--- config.mk ---
export PLATFORM = sky130hd
export DESIGN_NAME = timer_and_interrupt_unit_flat
export DESIGN_NICKNAME = d
export VERILOG_FILES = /design/src/design/timu_pkg.sv /design/src/design/timu_if.sv /design/src/design/timu_core.sv /design/src/design/timu_out_queue.sv /design/src/design/timer_and_interrupt_unit.sv /design/src/flat_wrapper.sv
export SDC_FILE = /design/constraint.sdc
export NUM_CORES = 1
export LEC_CHECK = 0
export BUFFER_PORTS_ARGS = -buffer_cell sky130_fd_sc_hd__buf_4
export CORE_UTILIZATION = 63
export CTS_CLUSTER_SIZE = 8
export DETAILED_ROUTE_END_ITERATION = 10
export GPL_TIMING_DRIVEN = 0
export PLACE_DENSITY = 0.94
export SYNTH_ARGS = -nofsm -noshare
export SYNTH_HDL_FRONTEND = slang
export SYNTH_SLANG_ARGS = --single-unit
--- constraint.sdc ---
create_clock -name clock -period 13.57 [get_ports clock]
set_input_delay 2.0355 -clock clock [delete_from_list [all_inputs] [get_ports clock]]
set_output_delay 2.0355 -clock clock [all_outputs]
set_load 0.1 [all_outputs]
--- src/design/timu_pkg.sv ---
package timu_pkg;

   // configuration register indexes
   typedef enum logic [1:0] {
      CSR_TIMER_CONTROL    = 2'd0,
      CSR_TIMER_MODULO     = 2'd1,
      CSR_INTERRUPT_ENABLE = 2'd2
   } csr_index_type;

   // timer rate select codes
   localparam logic [1:0] RATE_1024 = 2'b00;
   localparam logic [1:0] RATE_16   = 2'b01;
   localparam logic [1:0] RATE_64   = 2'b10;
   localparam logic [1:0] RATE_256  = 2'b11;

   localparam int          SOURCE_COUNT   = 5;
   localparam logic [7:0]  TIMER_OVERFLOW = 8'hFF;
   localparam logic [6:0]  VECTOR_BASE    = 7'h40;
   localparam int          TIMER_ENABLE_BIT = 2;
   localparam int          TIMER_FLAG_BIT   = 2;

   // one result
   typedef struct packed {
      logic [7:0] divider_value;
      logic [7:0] timer_value;
      logic [4:0] flag_bits;
      logic       dispatch;
      logic [6:0] vector_address;
   } timu_result_type;

   // timer prescaler threshold for a rate select code
   function automatic logic [10:0] rate_threshold(input logic [1:0] sel);
      logic [10:0] thr;
      case (sel)
         RATE_1024: thr = 11'd1024;
         RATE_16:   thr = 11'd16;
         RATE_64:   thr = 11'd64;
         RATE_256:  thr = 11'd256;
         default:   thr = 11'd1024;
      endcase
      return thr;
   endfunction

endpackage

--- src/design/timu_if.sv ---
// CPU step request channel
interface timu_req_if;
   logic       valid;
   logic       ready;
   logic [7:0] cycle_count;
   logic       master_enable;
   logic [4:0] new_requests;

   modport source (output valid, output cycle_count, output master_enable,
                   output new_requests, input ready);
   modport sink   (input valid, input cycle_count, input master_enable,
                   input new_requests, output ready);
endinterface

// step result channel
interface timu_rsp_if;
   logic       valid;
   logic       ready;
   logic [7:0] divider_value;
   logic [7:0] timer_value;
   logic [4:0] flag_bits;
   logic       dispatch;
   logic [6:0] vector_address;

   modport source (output valid, output divider_value, output timer_value,
                   output flag_bits, output dispatch, output vector_address,
                   input ready);
   modport sink   (input valid, input divider_value, input timer_value,
                   input flag_bits, input dispatch, input vector_address,
                   output ready);
endinterface

--- src/design/timu_core.sv ---
module timu_core (
   input  logic                     clock,
   input  logic                     reset,
   input  logic                     accept,
   input  logic [7:0]               cycle_count,
   input  logic                     master_enable,
   input  logic [4:0]               new_requests,
   input  logic                     csr_write_enable,
   input  logic [1:0]               csr_index,
   input  logic [7:0]               csr_write_data,
   output timu_pkg::timu_result_type result
);
   import timu_pkg::*;

   logic [2:0]  timer_control_ff;
   logic [7:0]  timer_modulo_ff;
   logic [4:0]  interrupt_enable_ff;

   logic [8:0]  divider_prescale_ff, divider_prescale_in;
   logic [10:0] timer_prescale_ff, timer_prescale_in;
   logic [7:0]  divider_count_ff, divider_count_in;
   logic [7:0]  timer_count_ff, timer_count_in;
   logic [4:0]  pending_flags_ff, pending_flags_in;

   logic [8:0]  div_sum;
   logic [10:0] tim_sum;
   logic [4:0]  flags_raised;
   logic [4:0]  candidates;
   logic        taken;
   logic [6:0]  vector;

   // configuration writes
   always_ff @(posedge clock) begin
      if (reset) begin
         timer_control_ff    <= 3'd0;
         timer_modulo_ff     <= 8'd0;
         interrupt_enable_ff <= 5'd0;
      end else if (csr_write_enable) begin
         case (csr_index)
            CSR_TIMER_CONTROL:    timer_control_ff    <= csr_write_data[2:0];
            CSR_TIMER_MODULO:     timer_modulo_ff     <= csr_write_data;
            CSR_INTERRUPT_ENABLE: interrupt_enable_ff <= csr_write_data[4:0];
            default: ;
         endcase
      end
   end

   // pending flags, divider and timer prescalers and counters
   always_comb begin
      flags_raised       = pending_flags_ff | new_requests;
      div_sum            = divider_prescale_ff + {1'b0, cycle_count};
      divider_prescale_in = div_sum;
      divider_count_in   = divider_count_ff;
      if (div_sum[8]) begin
         divider_prescale_in = 9'd0;
         divider_count_in    = divider_count_ff + 8'd1;
      end

      tim_sum           = timer_prescale_ff + {3'b000, cycle_count};
      timer_prescale_in = timer_prescale_ff;
      timer_count_in    = timer_count_ff;
      if (timer_control_ff[TIMER_ENABLE_BIT]) begin
         timer_prescale_in = tim_sum;
         if (tim_sum >= rate_threshold(timer_control_ff[1:0])) begin
            timer_prescale_in = 11'd0;
            if (timer_count_ff == TIMER_OVERFLOW) begin
               timer_count_in               = timer_modulo_ff;
               flags_raised[TIMER_FLAG_BIT] = 1'b1;
            end else begin
               timer_count_in = timer_count_ff + 8'd1;
            end
         end
      end
   end

   // with master_enable set, the lowest enabled pending source wins
   always_comb begin
      candidates       = flags_raised & interrupt_enable_ff;
      taken            = 1'b0;
      vector           = 7'd0;
      pending_flags_in = flags_raised;
      if (master_enable) begin
         for (int i = 0; i < SOURCE_COUNT; i++) begin
            if (!taken && candidates[i]) begin
               taken               = 1'b1;
               vector              = VECTOR_BASE + {1'b0, 3'(i), 3'b000};
               pending_flags_in[i] = 1'b0;
            end
         end
      end
   end

   // state advances once per accepted request
   always_ff @(posedge clock) begin
      if (reset) begin
         divider_prescale_ff <= 9'd0;
         timer_prescale_ff   <= 11'd0;
         divider_count_ff    <= 8'd0;
         timer_count_ff      <= 8'd0;
         pending_flags_ff    <= 5'd0;
      end else if (accept) begin
         divider_prescale_ff <= divider_prescale_in;
         timer_prescale_ff   <= timer_prescale_in;
         divider_count_ff    <= divider_count_in;
         timer_count_ff      <= timer_count_in;
         pending_flags_ff    <= pending_flags_in;
      end
   end

   assign result.divider_value  = divider_count_in;
   assign result.timer_value    = timer_count_in;
   assign result.flag_bits      = pending_flags_in;
   assign result.dispatch       = taken;
   assign result.vector_address = vector;

   // timer prescaler never reaches the top of its range
   a_tim_prescale_range: assert property (@(posedge clock) disable iff (reset)
      timer_prescale_ff < 11'd1279)
      else $error("timer prescaler out of range");

   // a dispatched source is cleared in the next flags
   a_dispatch_clears: assert property (@(posedge clock) disable iff (reset)
      (accept && taken) |=> ((pending_flags_ff & interrupt_enable_ff) !=
                             $past(flags_raised & interrupt_enable_ff)))
      else $error("dispatched flag not cleared");

   // disabled timer holds its prescaler and counter
   a_timer_hold: assert property (@(posedge clock) disable iff (reset)
      (accept && !timer_control_ff[TIMER_ENABLE_BIT] && !csr_write_enable) |=>
      ($stable(timer_prescale_ff) && $stable(timer_count_ff)))
      else $error("disabled timer moved");

endmodule

--- src/design/timu_out_queue.sv ---
module timu_out_queue (
   input  logic                      clock,
   input  logic                      reset,
   input  logic                      push,
   input  timu_pkg::timu_result_type push_data,
   output logic                      space,
   output logic                      head_valid,
   input  logic                      pop,
   output timu_pkg::timu_result_type head_data
);
   import timu_pkg::*;

   timu_result_type entry0_ff, entry0_in;
   timu_result_type entry1_ff, entry1_in;
   logic [1:0]      count_ff, count_in;

   // two-entry queue: head register plus skid entry
   always_comb begin
      entry0_in = entry0_ff;
      entry1_in = entry1_ff;
      count_in  = count_ff;
      case ({push, pop})
         2'b10: begin
            if (count_ff == 2'd0) entry0_in = push_data;
            else                  entry1_in = push_data;
            count_in = count_ff + 2'd1;
         end
         2'b01: begin
            entry0_in = entry1_ff;
            count_in  = count_ff - 2'd1;
         end
         2'b11: begin
            if (count_ff == 2'd1) begin
               entry0_in = push_data;
            end else begin
               entry0_in = entry1_ff;
               entry1_in = push_data;
            end
         end
         default: ;
      endcase
   end

   always_ff @(posedge clock) begin
      if (reset) begin
         count_ff <= 2'd0;
      end else begin
         count_ff <= count_in;
      end
   end

   always_ff @(posedge clock) begin
      entry0_ff <= entry0_in;
      entry1_ff <= entry1_in;
   end

   assign space      = (count_ff != 2'd2);
   assign head_valid = (count_ff != 2'd0);
   assign head_data  = entry0_ff;

   // occupancy stays within two entries
   a_count_range: assert property (@(posedge clock) disable iff (reset)
      count_ff != 2'd3)
      else $error("queue count out of range");

   // push alone grows the queue by one
   a_push_grows: assert property (@(posedge clock) disable iff (reset)
      (push && !pop) |=> (count_ff == $past(count_ff) + 2'd1))
      else $error("queue did not grow on push");

   // head result carries a vector only when dispatched
   a_vector_zero: assert property (@(posedge clock) disable iff (reset)
      (head_valid && !entry0_ff.dispatch) |-> (entry0_ff.vector_address == 7'd0))
      else $error("vector without dispatch");

endmodule

--- src/design/timer_and_interrupt_unit.sv ---
// Channel   Direction  Handshake     Payload
// req_if    in         valid/ready   cycle_count, master_enable, new_requests
// rsp_if    out        valid/ready   divider_value, timer_value, flag_bits,
//                                    dispatch, vector_address
// csr_*     in         write enable  csr_index, csr_write_data
//
// One request per cycle while req_if.ready is high; its result is registered and
// appears the cycle after acceptance when no older result waits in the queue.
// Counters and flags update in the accepting cycle, set by one pass of prescaler
// add/compare and the priority pick. A two-entry output queue lets requests flow
// while rsp_if stalls; req_if.ready drops only when both entries hold results.
// Synchronous reset clears all state and configuration registers but the queue data.
module timer_and_interrupt_unit (
   input  logic        clock,
   input  logic        reset,
   timu_req_if.sink    req_if,
   timu_rsp_if.source  rsp_if,
   input  logic        csr_write_enable,
   input  logic [1:0]  csr_index,
   input  logic [7:0]  csr_write_data
);
   import timu_pkg::*;

   timu_result_type step_result;
   timu_result_type head_result;
   logic            accept;
   logic            space;
   logic            pop;

   assign req_if.ready = space;
   assign accept       = req_if.valid && space;
   assign pop          = rsp_if.valid && rsp_if.ready;

   timu_core u_core (
      .clock            (clock),
      .reset            (reset),
      .accept           (accept),
      .cycle_count      (req_if.cycle_count),
      .master_enable    (req_if.master_enable),
      .new_requests     (req_if.new_requests),
      .csr_write_enable (csr_write_enable),
      .csr_index        (csr_index),
      .csr_write_data   (csr_write_data),
      .result           (step_result)
   );

   timu_out_queue u_out_queue (
      .clock      (clock),
      .reset      (reset),
      .push       (accept),
      .push_data  (step_result),
      .space      (space),
      .head_valid (rsp_if.valid),
      .pop        (pop),
      .head_data  (head_result)
   );

   assign rsp_if.divider_value  = head_result.divider_value;
   assign rsp_if.timer_value    = head_result.timer_value;
   assign rsp_if.flag_bits      = head_result.flag_bits;
   assign rsp_if.dispatch       = head_result.dispatch;
   assign rsp_if.vector_address = head_result.vector_address;

endmodule

--- src/flat_wrapper.sv ---
// flat-port wrapper written by rule: the top's interface ports become plain ports
module timer_and_interrupt_unit_flat import timu_pkg::*;
  (clock, reset, csr_write_enable, csr_index, csr_write_data, req_if_valid, req_if_cycle_count, req_if_master_enable, req_if_new_requests, req_if_ready, rsp_if_valid, rsp_if_divider_value, rsp_if_timer_value, rsp_if_flag_bits, rsp_if_dispatch, rsp_if_vector_address, rsp_if_ready);
  timu_req_if req_if_i ();
  timu_rsp_if rsp_if_i ();
  input  logic clock;
  input  logic reset;
  input  logic csr_write_enable;
  input  logic [1:0] csr_index;
  input  logic [7:0] csr_write_data;
  input wire logic [$bits(req_if_i.valid)-1:0] req_if_valid;
  input wire logic [$bits(req_if_i.cycle_count)-1:0] req_if_cycle_count;
  input wire logic [$bits(req_if_i.master_enable)-1:0] req_if_master_enable;
  input wire logic [$bits(req_if_i.new_requests)-1:0] req_if_new_requests;
  output wire logic [$bits(req_if_i.ready)-1:0] req_if_ready;
  output wire logic [$bits(rsp_if_i.valid)-1:0] rsp_if_valid;
  output wire logic [$bits(rsp_if_i.divider_value)-1:0] rsp_if_divider_value;
  output wire logic [$bits(rsp_if_i.timer_value)-1:0] rsp_if_timer_value;
  output wire logic [$bits(rsp_if_i.flag_bits)-1:0] rsp_if_flag_bits;
  output wire logic [$bits(rsp_if_i.dispatch)-1:0] rsp_if_dispatch;
  output wire logic [$bits(rsp_if_i.vector_address)-1:0] rsp_if_vector_address;
  input wire logic [$bits(rsp_if_i.ready)-1:0] rsp_if_ready;
  assign req_if_i.valid = req_if_valid;
  assign req_if_i.cycle_count = req_if_cycle_count;
  assign req_if_i.master_enable = req_if_master_enable;
  assign req_if_i.new_requests = req_if_new_requests;
  assign req_if_ready = req_if_i.ready;
  assign rsp_if_valid = rsp_if_i.valid;
  assign rsp_if_divider_value = rsp_if_i.divider_value;
  assign rsp_if_timer_value = rsp_if_i.timer_value;
  assign rsp_if_flag_bits = rsp_if_i.flag_bits;
  assign rsp_if_dispatch = rsp_if_i.dispatch;
  assign rsp_if_vector_address = rsp_if_i.vector_address;
  assign rsp_if_i.ready = rsp_if_ready;
  timer_and_interrupt_unit u_core (.clock(clock), .reset(reset), .req_if(req_if_i), .rsp_if(rsp_if_i), .csr_write_enable(csr_write_enable), .csr_index(csr_index), .csr_write_data(csr_write_data));
endmodule
# Word level (Yosys, flattened, before mapping)
# Index checks and enable logic that the tools add are counted.
[op_classes]
addsub = 6
mul = 0
div = 0
n_lt_le_gt_ge = 1
n_eq_ne = 14
n_shift = 0
muxes = 40
n_bitwise = 2
reduce_logical = 23
[op_table]
columns = ["op", "n"]
rows = [
  ["2-to-1 mux 29 bit", 4],
  ["one-hot mux 29 bit (3 select lines)", 1],
  ["one-hot mux 29 bit (2 select lines)", 1],
  ["one-hot mux 11 bit (4 select lines)", 1],
  ["2-to-1 mux 7 bit", 6],
  ["2-to-1 mux 8 bit", 5],
  ["2-to-1 mux 11 bit", 2],
  ["2-to-1 mux 1 bit", 18],
  ["adder 8 x 1 -> 8 bit, second input constant", 2],
  ["adder 11 x 8 -> 11 bit", 1],
  [">= comparator 11 bit", 1],
  ["== test 2 bit, second input constant", 5],
  ["AND reduction 2 bit", 5],
  ["adder 9 x 8 -> 9 bit", 1],
  ["== test 2 x 1 -> 1 bit, second input constant", 4],
  ["== test 8 bit, second input constant", 1],
  ["inequality test 2 bit, second input constant", 4],
  ["logical AND 1 bit", 6],
  ["logical NOT 2 bit", 3],
  ["nonzero test 2 bit", 3],
  ["bitwise AND 5 bit", 1],
  ["2-to-1 mux 5 bit", 1],
  ["bitwise OR 5 bit", 1],
  ["logical NOT 1 bit", 4],
  ["5 further kinds", 5],
]
[word_totals]
ff_bits = 117
latch_bits = 0
ramBits = 0
romBits = 0
input_bits = 29
output_inout_bits = 31
word_cells = 105
memories = 0

# Longest topological paths before layout
# Gate-level depths: netlist of the first run.
[depth]
ltp_word = 27
ltp_mapped = 19
depth_no_buf = 18

# By module
# A second synthesis of the first run with hierarchy kept.
[hier_totals]
cells_unflattened = 621
hier_area_um2 = 6354.8
[by_module_without_submodules]
columns = ["module", "instances", "cells_each", "area_per_inst_um2"]
rows = [
  ["timu_core", 1, 405, 3529.6],
  ["timu_out_queue", 1, 214, 2812.7],
  ["timer_and_interrupt_unit", 1, 2, 12.5],
]

# Least setup slack after synthesis of the first run
# No wires, ideal clock.
[synth_timing]
path_type = "input to register"
from = "input port req_if_cycle_count[0]"
to = "register u_core.u_out_queue.entry0_ff, in the netlist u_core.u_out_queue.head_data[14] (data pin)"
arrival_time_ns = 5.497
required_ns = 13.314
slack_ns = 7.817
stages = 17
path_cell_list = "ha_1 > fa_1 > a21o_1 > a21oi_1 > o21bai_1 > a21oi_1 > o21ai_0 > nand3_1 > xnor2_1 > ha_1 > nand2_1 > inv_1 > o2111ai_1 > o311ai_2 > a221oi_4 > mux2_2 > a22o_1"
[synth_rtl]
columns = ["item", "line", "text"]
rows = [
  ["from (decl)", "flat_wrapper.sv:12", "input wire logic [$bits(req_if_i.cycle_count)-1:0] req_if_cycle_count;"],
  ["to (signal assigned)", "timu_out_queue.sv:53", "entry0_ff <= entry0_in;"],
  ["to (decl)", "timu_out_queue.sv:13", "timu_result_type entry0_ff, entry0_in;"],
]

==> results of run 1 <==
[worst max path at each step]
stage	from	depth (start not counted)	slack (ps)	to
detailed placement	req_if_cycle_count[0]	19	7030	u_core.u_out_queue.head_data[6]
CTS	req_if_cycle_count[0]	19	7420	u_core.u_out_queue.head_data[7]
global placement	req_if_cycle_count[0]	19	7080	u_core.u_out_queue.head_data[6]
finish	req_if_cycle_count[0]	19	7380	u_core.u_out_queue.head_data[6]
floorplan	req_if_cycle_count[0]	17	7820	u_core.u_out_queue.head_data[14]
global route	req_if_cycle_count[0]	19	6990	u_core.u_out_queue.head_data[7]
[state kept, by name, summed over array words and instances (netlist names)]
name and flops:
u_core.u_out_queue.entry1_ff 26, u_core.u_out_queue.head_data 26, u_core.u_core.timer_prescale_ff 11, u_core.u_core.divider_count_ff 8, u_core.u_core.divider_prescale_ff 8, u_core.u_core.timer_count_ff 8
u_core.u_core.timer_modulo_ff 8, u_core.u_core.interrupt_enable_ff 5, u_core.u_core.pending_flags_ff 5, u_core.u_core.timer_control_ff 3, u_core.u_out_queue.count_ff 2
[routing by layer]
layer  share of wire [%]  global-route usage [%]  up-vias
met5                   0                       0        -
met3                 7.4                   5.556       44
met4                 3.2                   13.11        0
met1                  43                   40.24     2182
met2                  47                   47.12      222
li1                    -                       -     2202
[cell type report]
| cell class | count | area (um2) | share of cell area [%] |
|---|---|---|---|
| Clock inverter | 7 | 77.57 | 1.204 |
| Tap cell | 108 | 135.1 | 2.098 |
| Sequential cell | 110 | 2723 | 42.27 |
| Multi-Input combinational cell | 420 | 2743 | 42.58 |
| Buffer | 24 | 108.9 | 1.690 |
| Timing Repair Buffer | 57 | 455.4 | 7.071 |
| Inverter | 20 | 75.07 | 1.166 |
| Clock buffer | 9 | 123.9 | 1.923 |
[logic make-up after synthesis]
| family | share of synthesized area (%) |
|---|---|
| buffers and inverters | 3.264 |
| xor gates and xnor gates | 4.042 |
| adders and majority gates | 6.929 |
| muxes | 3.975 |
| AOI/OAI and AO/OA | 16.37 |
| DFF | 48.32 |
| other | 0.06656 |
| and+or+nand+nor | 17.03 |
[metrics by stage]
step,utilization (%),instance area (um2),hold slack [ps],total power [W],std cells
2_1_floorplan,-,5642,435.6,0.0009114,574
3_3_place_gp,71.32,6190,441.3,0.001006,737
3_5_place_dp,71.90,6240,450.4,0.001039,739
4_1_cts,74.22,6441,467.3,0.001236,755
5_1_grt,74.22,6441,483.3,0.001289,755
6_report,74.22,6441,468.9,0.001238,755
[synthesized netlist by cell type (5+ instances only)]
library cell   n
xnor2_1       14
a22o_1        20
clkbuf_1      19
and2_1         8
o21ai_0       25
nand2_1       58
a21o_1         5
xor2_1        12
inv_1         20
ha_1          28
or2_2          5
nor3_1        11
nand3b_1       6
dfxtp_1       58
mux2i_1       19
edfxtp_1      52
a21oi_1       43
nor2_1        61
nand3_1       29
[critical path, stage by stage]
cell and delay (ps):
buf_4 120, ha_1 250, fa_1 410, a21o_1 170, a21oi_1 210, o21bai_1 100
a21oi_1 220, o21ai_0 290, nand3_1 190, xnor2_1 170, ha_1 330, nand2_1 90
inv_1 60, o2111ai_1 90, o311ai_2 200, a221oi_4 650, o211ai_2 230, o21ai_1 360
o21ai_0 130
[report_power, final]
group | switching [W] | leakage, nW | internal (W)
clock | 0.000129 | 0.104 | 0.0000736
sequential | 0.0000313 | 0.985 | 0.000447
combinational | 0.000433 | 1.58 | 0.000125
total | 0.000593 | 2.67 | 0.000645
==> run_results.csv, run 1 <==
group,metric,value,unit
status,outcome,"completed",
timing,period_share,45.62,%
drt,num_vias,4650,
worst_setup_path,start_kind,"input pin",
logic_synthesis,avgSynthCellArea,9.850,um2
die,coreArea,0.008678,mm2
die,die_h,96.57,um
drt,drtPass1Iterations,5,
worst_setup_path,critPathRequiredTime,13690,ps
pwr,peakVddDrop,112.6,uV
logic_synthesis,netlist_area,0.005634,mm2
logic_synthesis,synthTopCellsByArea,"edfxtp_1 28%, dfxtp_1 21%, ha_1 6.2%",
clock_network,clock_path_buffers,2,
finish,drive_gt1_share,14.84,%
clock_network,clk_pin_slew,120,ps
clock_network,postCtsHoldBufs,0,
drt,drc,0,
pwr,leakage,2.667,nW
clock_network,clk_latency,390,ps
timing,rsz0062_at_grt,"no",
finish,insertedDiodeCount,0,
placed_design,place.gp.congestion,0.9176,
timing,slew_headroom,32.53,%
timing,tns,0,ps
global_routing,grt-ovfl-total,0,
timing,worst_slack,7379,ps
logic_synthesis,netlist.top_cell.by_area,"edfxtp_1",
global_routing,grt_max_degree,22,
global_routing,grtUsageTotal,29.90,%
worst_setup_path,rr_startpoint,"u_core.u_core.timer_prescale_ff[0]",
finish,mostFrequentLayoutCells,"61 x nor2_1, 58 x nand2_1, 58 x buf_4, 58 x dfxtp_1, 52 x edfxtp_1",
logic_synthesis,synth_edf_count,52,
timing,drv_slew,0,
logic_synthesis,synthArstFlopShare,0,%
clock_network,cts_tree,"done",
timing,setup_viol,0,
die,pin_count,60,
global_routing,grt_antenna_before_repair,0,
min_path,hp-class,"reg2reg",
global_routing,grt_pass1_vias,4252,
timing,fin_skew,16.84,ps
finish,fillerInstances,623,
run,drv_cap,0,
worst_setup_path,crit_path_end_kind,"flop",
timing,fmax,161.5,MHz
finish,syn_to_final_growth,14.32,%
die,rows,34,
drt,antenna_left,0,
logic_synthesis,yosysSeqAreaShare,48.32,%
drt,drt_iter0_markers,350,
placed_design,io_buffers,55,
die,die_x,96.57,um
worst_setup_path,cp.arrival,6320,ps
clock_network,cts_root_buffer,"clkbuf_8",
worst_setup_path,worstSetupPathType,"in2reg",
worst_setup_path,r2r_end,"u_core.u_out_queue.head_data[6]",
die,dieArea,0.009325,mm2
logic_synthesis,synth.top_cell.area_share,27.71,%
placed_design,post-place-ws,7027,ps
worst_setup_path,path_max_fanout,10,
timing,worst_slew_pin_slew,1005,ps
worst_setup_path,r2r_cells,18,
finish,fin_nets,701,
worst_setup_path,regToRegSetupSlack,8830,ps
global_routing,grt_first_pass_wirelength,20.85,mm
drt,routed_wl,13.06,mm
logic_synthesis,ys.flop_type,"dfxtp_1",
placed_design,place_hpwl,9.844,mm
min_path,holdPathStages,2,
logic_synthesis,synth_cells,572,
clock_network,post_cts_resized,0,
timing,layout_min_cycle_time,6191,ps
timing,hold_viol_final,0,
pwr,power_density,192.2,mW/mm2
logic_synthesis,synthDistinctLibCells,64,
clock_network,cts_buffers,9,
finish,final_common_cell,"nor2_1",
logic_synthesis,ys_ff_latch,110,
clock_network,post_cts_buffers,0,
drt,wl_per_cell,17.30,um
drt,vias_per_cell,6.159,
die,start_util,64.92,%
clock_network,htree_levels,3,
min_path,whs_endpoint,"u_core.u_core.timer_prescale_ff[5]",
logic_synthesis,yosysWarnings,0,
clock_network,clock_sinks,110,
min_path,hold_path.startpoint,"u_core.u_core.timer_prescale_ff[5]",
(Power assumes the default switching activity.)
==> inputs of run 2 (changes only) <==
Settings changed: CORE_UTILIZATION 63 to 53, PLACE_DENSITY 0.94 to 0.85.
Clock period 13.57 ns to 5.2 ns, I/O delays scaled along.
==> run 2 against run 1 <==
Net effect: sequential power rose to 2.6 times the previous value; final area is 0.29% higher; worst setup slack got worse by 7100 ps; clock power rose by 140%; power rose to 2.6 times the previous value; non-clock buffer count is the same; highest routed layer unchanged; clock-buffer cell count unchanged; sequential share of layout area down 0.12 points; clock skew down 6.0 ps; via count is 2.9% lower; critical endpoint is now u_core.u_out_queue.head_data[7]; critical path depth is the same.
==> run_results.csv, run 2 (same netlist as run 1, synthesis figures left out) <==
group,metric,value,unit
die,rows,37,
worst_setup_path,slowest_delay,670,ps
placed_design,io_buffers,55,
finish,finalNonFillerCells,783,
min_path,hp-class,"reg2reg",
clock_network,cts_tree,"done",
timing,rsz0062_at_grt,"no",
die,coreArea,0.01032,mm2
timing,worst_slew_pin_slew,966.4,ps
clock_network,cts_buffers,9,
global_routing,grtUsageTotal,23.28,%
die,dieArea,0.01105,mm2
worst_setup_path,path_cells,"buf_4 > ha_1 > fa_1 > a21o_1 > a21oi_1 > o21bai_1 > a21oi_1 > o21ai_0 > nand3_1 > xnor2_1 > ha_1 > nand2_1 > inv_1 > o2111ai_1 > o311ai_2 > a221oi_4 > o211ai_2 > o21ai_1 > o21ai_0",
clock_network,post_cts_resized,0,
global_routing,grt_max_degree,21,
finish,syn_to_final_growth,14.66,%
drt,drc,0,
worst_setup_path,critPathRequiredTime,5310,ps
placed_design,post-place-ws,-39.91,ps
timing,setup_viol,0,
finish,mostFrequentLayoutCells,"61 x nor2_1, 58 x nand2_1, 58 x buf_4, 58 x dfxtp_1, 52 x edfxtp_1",
worst_setup_path,cp_num_buf_inv,2,
status,outcome,"completed",
pwr,leakage,2.659,nW
finish,insertedDiodeCount,0,
drt,drtPass1Iterations,5,
die,die_h,105.1,um
timing,hold_viol_final,0,
run,drv_cap,0,
drt,num_vias,4514,
drt,drt_iter0_markers,279,
clock_network,clock_sinks,110,
clock_network,post_cts_buffers,0,
worst_setup_path,worstSetupPathType,"in2reg",
drt,wl_per_cell,15.81,um
global_routing,grt_pass1_vias,4244,
clock_network,postCtsHoldBufs,0,
finish,final_common_cell,"nor2_1",
drt,vias_per_cell,5.765,
pwr,power_density,491.1,mW/mm2
global_routing,grt_antenna_before_repair,0,
clock_network,htree_levels,3,
placed_design,dpl.cell_count,767,
global_routing,grt_first_pass_wirelength,20.09,mm
finish,fillerInstances,849,
worst_setup_path,cp.arrival,5010,ps
clock_network,clk_latency,380,ps
clock_network,cts_root_buffer,"clkbuf_8",
timing,drv_slew,0,
timing,period_share,94.33,%
placed_design,place.gp.congestion,0.8827,
timing,tns,0,ps
worst_setup_path,worst-path-stages,19,
worst_setup_path,cp_top_family,"compound AO/OA/AOI/OAI gates",
placed_design,place_hpwl,9.409,mm
worst_setup_path,path_max_fanout,10,
worst_setup_path,r2r_cells,18,
timing,fin_skew,10.83,ps
die,die_x,105.1,um
clock_network,clock_path_buffers,2,
worst_setup_path,crit_path_top_delay_cell,"a221oi_4",
pwr,peakVddDrop,413.5,uV
drt,antenna_left,0,
min_path,holdPathStages,2,
die,start_util,54.58,%
clock_network,clk_pin_slew,100,ps
timing,holdWs,461.7,ps
timing,fmax,203.9,MHz
finish,fin_nets,701,
die,pin_count,60,
timing,slew_headroom,35.14,%
global_routing,grt-ovfl-total,0,
drt,routed_wl,12.38,mm
timing,layout_min_cycle_time,4905,ps
finish,drive_gt1_share,14.68,%
worst_setup_path,crit_path_end_kind,"flop",
worst_setup_path,start_kind,"input pin",
timing,worst_slack,294.9,ps
==> run 2: cell count changes in the layout (fill, tap and decap cells not counted), sizes merged <==
cell | previous run | this run
clkinv | 3 | 2
inv | 24 | 25
==> run 2: metal layers <==
metal | global-route usage (%) | wire length [um] | vias up
li1 | - | - | 2193
met5 | 0 | 0 | -
met1 | 29.87 | 5509 | 2117
met4 | 9.356 | 308 | 0
met2 | 39.26 | 5876 | 178
met3 | 3.681 | 683 | 26
==> run 2: area by class of cell <==
| cell class | instances | area [um2] | area share [%] |
|---|---|---|---|
| Multi-Input combinational cell | 420 | 2743 | 42.46 |
| Sequential cell | 110 | 2723 | 42.15 |
| Timing Repair Buffer | 57 | 455.4 | 7.050 |
| Tap cell | 136 | 170.2 | 2.634 |
| Clock buffer | 9 | 123.9 | 1.917 |
| Buffer | 24 | 108.9 | 1.685 |
| Inverter | 20 | 75.07 | 1.162 |
| Clock inverter | 7 | 61.31 | 0.9491 |
==> run 2: metrics by stage <==
stage	total power, W	area [um2]	util, %
6_report	0.003173	6460	62.57
5_1_grt	0.003299	6460	62.57
4_1_cts	0.003181	6460	62.57
3_5_place_dp	0.002696	6275	60.78
3_3_place_gp	0.002628	6225	60.30
2_1_floorplan	0.002378	5642	-
==> run 2: final timing paths <==
kind | startpoint | to | slack [ps]
setup / recovery | req_if_cycle_count[0] | u_core.u_out_queue.head_data[7] | 290
hold / removal | u_core.u_core.divider_prescale_ff[3] | u_core.u_core.divider_prescale_ff[3] | 460
setup reg to reg | u_core.u_core.timer_prescale_ff[0] | u_core.u_out_queue.head_data[7] | 510
hold reg to reg | u_core.u_core.divider_prescale_ff[3] | u_core.u_core.divider_prescale_ff[3] | 460
==> run 2: worst reg2reg max path: stages (launching register included) <==
cell and delay, ps:
dfxtp_1 330, ha_1 230, fa_1 420, a21o_1 180, a21oi_1 210, o21bai_1 90
a21oi_1 220, o21ai_0 240, nand3_1 170, xnor2_1 160, ha_1 320, nand2_1 90
inv_1 60, o2111ai_1 100, o311ai_2 210, a221oi_4 670, o211ai_2 250, o21ai_1 340
o21ai_0 130
==> run 2: power by group <==
group | leakage [nW] | switching, W | internal (W)
combinational | 1.58 | 0.00112 | 0.000326
sequential | 0.985 | 0.0000725 | 0.00117
clock | 0.0961 | 0.000307 | 0.000186
